[config.mk]
export PLATFORM = sky130hd
export DESIGN_NAME = cfrd_controller
export DESIGN_NICKNAME = d
export VERILOG_FILES = /design/src/rtl/can_frame_replay_detector_macros.svh /design/src/rtl/cfrd_pkg.sv /design/src/rtl/cfrd_controller.sv
export SDC_FILE = /design/constraint.sdc
export NUM_CORES = 1
export LEC_CHECK = 0
export ABC_CLOCK_PERIOD_IN_PS = 1700
export BUFFER_PORTS_ARGS = -buffer_cell sky130_fd_sc_hd__buf_2
export CORE_AREA = 2 2 39 41
export CTS_BUF_LIST = sky130_fd_sc_hd__clkbuf_4 sky130_fd_sc_hd__clkbuf_8
export DETAILED_ROUTE_END_ITERATION = 8
export DIE_AREA = 0 0 41 43
export HOLD_SLACK_MARGIN = 0.05
export PLACE_DENSITY_LB_ADDON = 0.3
export SETUP_SLACK_MARGIN = 0.1
export SYNTH_ARGS = -nofsm -noshare
export SYNTH_HDL_FRONTEND = slang
export SYNTH_SLANG_ARGS = --single-unit
[constraint.sdc]
create_clock -name clk -period 1.7 [get_ports clk]
set_input_delay 0.34 -clock clk [delete_from_list [all_inputs] [get_ports clk]]
set_output_delay 0.34 -clock clk [all_outputs]
set_load 0.005 [all_outputs]
[src/rtl/can_frame_replay_detector_macros.svh]
// Assertion macros for the CAN frame replay detector.
// Used by the top level only; needs no other file.
`ifndef CAN_FRAME_REPLAY_DETECTOR_MACROS_SVH
`define CAN_FRAME_REPLAY_DETECTOR_MACROS_SVH

`ifndef SYNTHESIS
// Same-cycle implication, disabled during reset
`define CFRD_ASSERT_IMP(lbl, clk, rst_n, ante, cons) \
  lbl: assert property (@(posedge clk) disable iff (!rst_n) (ante) |-> (cons)) \
    else $error("cfrd: same-cycle check failed");
// Next-cycle implication, disabled during reset
`define CFRD_ASSERT_NXT(lbl, clk, rst_n, ante, cons) \
  lbl: assert property (@(posedge clk) disable iff (!rst_n) (ante) |=> (cons)) \
    else $error("cfrd: next-cycle check failed");
`else
`define CFRD_ASSERT_IMP(lbl, clk, rst_n, ante, cons)
`define CFRD_ASSERT_NXT(lbl, clk, rst_n, ante, cons)
`endif

`endif

[src/rtl/cfrd_pkg.sv]
// Shared types and constants of the CAN frame replay detector.
// No dependencies; imported by the controller, the datapath and the top level.
package cfrd_pkg;

  // Field widths
  localparam int ID_W     = 29;
  localparam int PAYLD_W  = 64;
  localparam int TIME_W   = 32;
  localparam int CNT_W    = 16;
  localparam int CFG_W    = 16;
  localparam int CFG_IDX_W = 1;

  // Defaults
  localparam int             CFRD_TABLE_DEPTH = 32;
  localparam logic [CFG_W-1:0] WINDOW_RESET   = 16'd60;
  localparam logic [CFG_W-1:0] THRESH_RESET   = 16'd10;

  // Register indexes
  localparam logic [CFG_IDX_W-1:0] REG_WINDOW = 1'b0;
  localparam logic [CFG_IDX_W-1:0] REG_THRESH = 1'b1;

  // One table entry
  typedef struct packed {
    logic [ID_W-1:0]    id;
    logic [PAYLD_W-1:0] payload;
    logic [TIME_W-1:0]  start;
    logic [CNT_W-1:0]   repeats;
  } entry_t;

  typedef enum logic [2:0] {
    ST_IDLE,
    ST_SCAN,
    ST_HIT,
    ST_MISS,
    ST_DONE
  } state_t;

  // Controller to datapath
  typedef struct packed {
    logic start;     // latch the frame, rewind the scan
    logic issue;     // read the entry at the scan index
    logic hit_upd;   // update the matched entry
    logic miss_upd;  // append the frame or flag table full
    logic load_out;  // move the result into the output register
  } cmd_t;

  // Datapath to controller
  typedef struct packed {
    logic match;     // read entry equals the frame
    logic q_vld;     // a read is in flight
    logic scan_end;  // scan index reached the fill level
    logic out_free;  // output register can take a result
  } sts_t;

endpackage

[src/rtl/cfrd_controller.sv]
// Controller of the replay detector: sequences accept, table scan, update
// and result hand-off. Uses cfrd_pkg types; drives the datapath commands.
module cfrd_controller (
  input  logic             clk,
  input  logic             rst_n,
  input  logic             in_valid,
  output logic             in_stall,
  input  cfrd_pkg::sts_t   sts,
  output cfrd_pkg::cmd_t   cmd
);
  import cfrd_pkg::*;

  state_t state_r, state_nxt;

  // Next state
  always_comb begin
    state_nxt = state_r;
    unique case (state_r)
      ST_IDLE: if (in_valid) state_nxt = ST_SCAN;
      ST_SCAN: begin
        if (sts.match) begin
          state_nxt = ST_HIT;
        end else if (!sts.q_vld && sts.scan_end) begin
          state_nxt = ST_MISS;
        end
      end
      ST_HIT:  state_nxt = ST_DONE;
      ST_MISS: state_nxt = ST_DONE;
      ST_DONE: if (sts.out_free) state_nxt = ST_IDLE;
      default: state_nxt = ST_IDLE;
    endcase
  end

  // Outputs
  always_comb begin
    cmd      = '0;
    in_stall = 1'b1;
    unique case (state_r)
      ST_IDLE: begin
        in_stall  = 1'b0;
        cmd.start = in_valid;
      end
      ST_SCAN: cmd.issue    = !sts.match && !sts.scan_end;
      ST_HIT:  cmd.hit_upd  = 1'b1;
      ST_MISS: cmd.miss_upd = 1'b1;
      ST_DONE: cmd.load_out = sts.out_free;
      default: ;
    endcase
  end

  always_ff @(posedge clk) begin
    if (!rst_n) begin
      state_r <= ST_IDLE;
    end else begin
      state_r <= state_nxt;
    end
  end

endmodule
== Word level (Yosys, flattened, before mapping) ==
Index checks and enable logic that the tools add are counted.

* Equality and inequality tests: 7
* Muxes and demuxes: 11
* Reductions and logical operators: 8

{| class="wikitable"
|+ Operator list
! operator !! count
|-
| 2-to-1 mux 3 bit || 4
|-
| case mux 3 bit (4 select lines) || 1
|-
| == test 3 x 2 -> 1 bit (second input constant) || 2
|-
| 2-to-1 mux 1 bit || 6
|-
| != test 2 bit (second input constant) || 2
|-
| == test 3 x 1 -> 1 bit (second input constant) || 1
|-
| == test 3 bit (second input constant) || 1
|-
| logical NOT 1 bit || 3
|-
| logical NOT 3 bit || 1
|-
| != test 3 bit (second input constant) || 1
|-
| AND reduction 3 bit || 1
|-
| logical AND 1 bit || 2
|-
| OR reduction 2 bit || 1
|}

* Flip-flop bits (word level): 3
* Bits of input ports: 7
* Output and inout bits: 6

== Depth between registers and ports, before layout ==
* Depth in word-level cells: 5
* Depth in mapped cells: 2
* Gate-level depth less buffers: 2

== Worst setup path after synthesis ==
No wires, ideal clock.

* Path kind: register to output
* Start point: reg state_r[2]
* End point: out cmd[3] (netlist name)
* Data arrival time: 980 ps
* Data required time: 1,360 ps
* Path slack: 380 ps
* Stages on the path, launching flop included: 3
* Path through: dfxtp_1 -> or4b_1 -> nor2_1

{| class="wikitable"
|+ RTL lines
! item !! line !! source
|-
| start: declaration || cfrd_controller.sv:13 || <nowiki>state_t state_r, state_nxt;</nowiki>
|-
| start signal: assignment || cfrd_controller.sv:55 || <nowiki>state_r <= state_nxt;</nowiki>
|-
| end: declaration || cfrd_controller.sv:9 || <nowiki>output cfrd_pkg::cmd_t cmd</nowiki>
|}

==> results.md <==
STA:
- The number of pins exceeding their max-slew limit in the final report is 0.
- Setup repair after global routing could not meet its margin everywhere.
- The period utilization is 0.949.
- The total negative slack for setup checks is 0 ps.
- Headroom to the max-slew limit came out at 0.819.
- Based on the critical path, the design can be clocked at up to 0.620 GHz.
- The worst setup skew after layout is 1.45 ps.
- The final count of hold timing violations was 0.
- At the pin with the least slew margin, the transition time is 268 ps.
- The smallest clock period supported by the final layout is computed as 1610 ps.
- The worst path setup slack after routing is 86.0 ps.
- Setup violations remaining at the end of the flow were counted as 0.

Worst hold path:
- The worst min-delay path class is input port to register.
- In this run the most critical hold path is launched from rst_n.
- The worst hold path terminates at state_r[2].
- The worst hold path was traced through 2 stages.

Clock tree:
- The CTS root buffer is sky130_fd_sc_hd__clkbuf_4.
- The deepest level of the CTS H-tree is 1.
- TritonCTS built the clock tree.
- The number of clock buffers added by TritonCTS is 3.
- The clock sink count is 3.
- The number of buffers inserted for hold repair after clock tree synthesis is 0.
- After clock tree synthesis, the clock-pin slew on the worst setup and hold paths is 40 ps.
- The number of buffers on the longest clock path is 2.
- The clock latency reported for the late side of the worst-skew pair is 240 ps.

Cells and area:
- The number of antenna diodes in the final layout is 0.
- The area taken by flip-flops and latches is 68.8 µm².
- The synthesis-to-finish area growth is 86.5%.
- The finished layout holds 58 standard cells, fillers aside.
- Counting flops per register, the top entry is state_r.
- The number of flip-flops under the largest register name is 3.
- Summing all multi-input logic gate instances after layout gives 134 µm².
- The count of filler cells inserted in the layout is 157.
- At the end of the flow, the number of nets in the layout was 50.
- In the final layout, the share of cells above drive strength 1 is 0.762.
- The largest registers in the layout are state_r (3).

Place:
- The instance count after placement with tap cells included is 48.
- The count of input and output buffers is 12.
- The congestion estimate from routability-driven global placement came to 0.630.
- The worst slack at placement is 203 ps.

Pwr:
- Of the total power, the clock network draws 0.509.
- The proportion of total power due to net switching is 0.243.
- The internal power of the cells is 0.217 mW.
- Of the total power, combinational logic draws 0.216.
- In this run the static leakage power is 0.188 nW.
- The power density over the cells is 793 nW/µm².
- Summed over all nets, the switching power comes to 0.0695 mW.
- The worst supply voltage drop on vdd is 0.224 mV.
- Of the total power, registers draw 0.275.

GRT:
- The total routing resource utilization after global routing is 0.0902.
- The total overflow left after global routing is 0.
- The global-route wire length before repair is 979 µm.
- The initial antenna violation count is 0.
- Entering global routing, the biggest net connects 8 pins.
- The number of global-route vias before repair is 245.

Setup path:
- The worst register-to-register path ends at state_r[2].
- The reg2reg setup slack is 490 ps.
- In this run the worst path has a maximum fanout of 3.
- STA puts the critical path data arrival time at 1270 ps.
- The type of the worst setup path is register to primary output.
- STA classifies the critical path startpoint as a register.
- The delay of the slowest cell on the worst path is 520 ps.
- The worst setup path is captured at a primary output.
- In this run the worst setup path begins at state_r[1].
- Data on the critical path is required at its endpoint by 1360 ps.
- The number of cells on the worst reg-to-reg path is 2.
- The start of the worst register-to-register path is state_r[1].
- The critical path goes through or4b_4 -> nor2_1 -> buf_2.
- The slowest stage of the critical path belongs to the cell sky130_fd_sc_hd__or4b_4.

Synth:
- In the post-synthesis netlist, the biggest area contributors are sky130_fd_sc_hd__dfxtp_1, sky130_fd_sc_hd__o2111a_1, sky130_fd_sc_hd__and2b_2.
- Counting flops with a built-in enable in the synthesized netlist gives 0.
- Of the total synthesized cell area, the portion taken by full adders, half adders and majority gates is 0.
- The warning count from the yosys run is 0.
- The main combinational cell family by area after synthesis is simple AND/OR/NAND/NOR gates.
- Synthesis inferred 3 register bits.
- Of all cell types, the one taking the most synthesized area is sky130_fd_sc_hd__dfxtp_1.
- The number of distinct library cells after synthesis is 14.
- The most used flip-flop cell after synthesis is sky130_fd_sc_hd__dfxtp_1.
- Of the synthesized area, sequential elements account for 0.310.
- In the synthesized netlist, the number of instances is 20.
- The top cell type's share of synthesized area is 0.310.
- Each instance of the synthesized netlist takes up on average 9.70 µm².
- The area fraction in compound gates after synthesis was 0.174.
- In the synthesized netlist the async set-or-reset flop fraction comes to 0.
- The synthesized netlist occupies a cell area of 194 µm².
- The xor-xnor portion of the synthesized cell area is 0.
- Ranked by instance count, the synthesized netlist is headed by sky130_fd_sc_hd__dfxtp_1, sky130_fd_sc_hd__nor2_1, sky130_fd_sc_hd__and2b_2, sky130_fd_sc_hd__o2111a_1.
- Of the total synthesized cell area, the portion taken by AND, OR, NAND and NOR gates is 0.439.
- Synthesis produced a netlist with a net count of 27.
- Of the post-synthesis cell area, the part taken by muxes is 0.0581.

Drt:
- The number of iterations in the first detailed-routing pass is 4.
- The detailed router placed 245 vias in this run.
- In the final routed layout, each cell accounts on average for 10.2 µm.
- The via-per-instance ratio is 4.22.
- The count of routing violations after the opening detailed-route iteration is 2.
- The count of antenna-violating nets left after detailed routing is 0.
- The post-detailed-route DRC marker count is 0.
- Wires add up to 592 µm.

Floorplanning:
- The site row count is 14.
- The initial utilization of the core area, before any placement, comes to 0.140.
- The total die area is 1760 µm².
- The y dimension of the die is 43 µm.
- The core region is 1380 µm².
- During I/O placement, the number of pins put on the boundary was 13.
- The die span in x is 41 µm.

Job:
- Across the run, the number of max-cap violations was 0.

Run status:
- The flow ran to the end, and the final reports show no timing, DRC or antenna violations.
## cells in the final DEF (no fill, tap or decap)
master,synthesis,final
sky130_fd_sc_hd__and2_2,1,1
sky130_fd_sc_hd__and2b_2,2,2
sky130_fd_sc_hd__and4bb_2,1,1
sky130_fd_sc_hd__buf_2,0,12
sky130_fd_sc_hd__buf_4,0,6
sky130_fd_sc_hd__clkbuf_4,0,4
sky130_fd_sc_hd__dfxtp_2,0,1
sky130_fd_sc_hd__dfxtp_4,0,2
sky130_fd_sc_hd__inv_1,1,1
sky130_fd_sc_hd__mux2_2,1,1
sky130_fd_sc_hd__nand2_1,1,1
sky130_fd_sc_hd__nor2_1,3,3
sky130_fd_sc_hd__nor2b_1,1,1
sky130_fd_sc_hd__nor4b_1,1,1
sky130_fd_sc_hd__o2111a_1,2,2
sky130_fd_sc_hd__o221a_1,1,1
sky130_fd_sc_hd__or3_2,1,1
sky130_fd_sc_hd__or4b_4,0,1
## how the worst max path moves through the flow
stage	endpoint	slack, ps	cells after the start
global placement	cmd[3]	210	4
floorplan	cmd[3]	380	2
global route	cmd[3]	30	3
CTS	cmd[3]	70	3
detailed placement	cmd[3]	200	4
finish	cmd[3]	90	3
## layer usage
layer,share of wire,global-route usage
met5,0,0
met1,0.47,0.0863
met3,0.12,0.0576
met2,0.41,0.125
met4,0,0.0800
## logic make-up (layout without fill, tap and decap cells)
logic type / after synthesis / count (layout)
buf+inv: 1 / 23
simple gates: 12 / 12
mux: 1 / 1
flops: 3 / 3
compound gates: 3 / 3
## power by group through the flow
stage / logic, mW / clock network [mW] / registers (mW)
2_1_floorplan: 0.0230 / 0 / 0.0821
3_3_place_gp: 0.0429 / 0 / 0.0848
3_5_place_dp: 0.0424 / 0 / 0.0845
4_1_cts: 0.0557 / 0.150 / 0.0808
5_1_grt: 0.0693 / 0.159 / 0.0797
6_report: 0.0619 / 0.146 / 0.0788
## what timing repair did
action	in CTS	in global routing
buffers inserted	5	1
pin swaps	2	1
resized for setup	6	0
endpoints found under the setup margin	2	2
## per-stage QoR
| step | power [mW] | utilization | area, µm² | hold slack, ps |
|---|---|---|---|---|
| floorplan | 0.105 | - | 194 | 482 |
| global placement | 0.128 | 0.198 | 274 | 572 |
| detailed placement | 0.127 | 0.198 | 274 | 568 |
| CTS | 0.287 | 0.256 | 354 | 361 |
| global route | 0.308 | 0.261 | 362 | 372 |
| finish | 0.287 | 0.261 | 362 | 375 |
## worst max-delay path: cells and delay by family, from the launching register on
kind / cells / cell delay (ps)
DFF: 1 / 310
and+or+nand+nor: 2 / 610
buffers and inverters: 1 / 120
## layout make-up
cell class	instances	share of cell area
clock buffers	4	0.0830
inverters	1	0.0104
multi-input cells	16	0.370
flip-flops and latches	3	0.190
well taps	16	0.0554
repair buffers	18	0.291
Power figures use the tool's default switching activity.
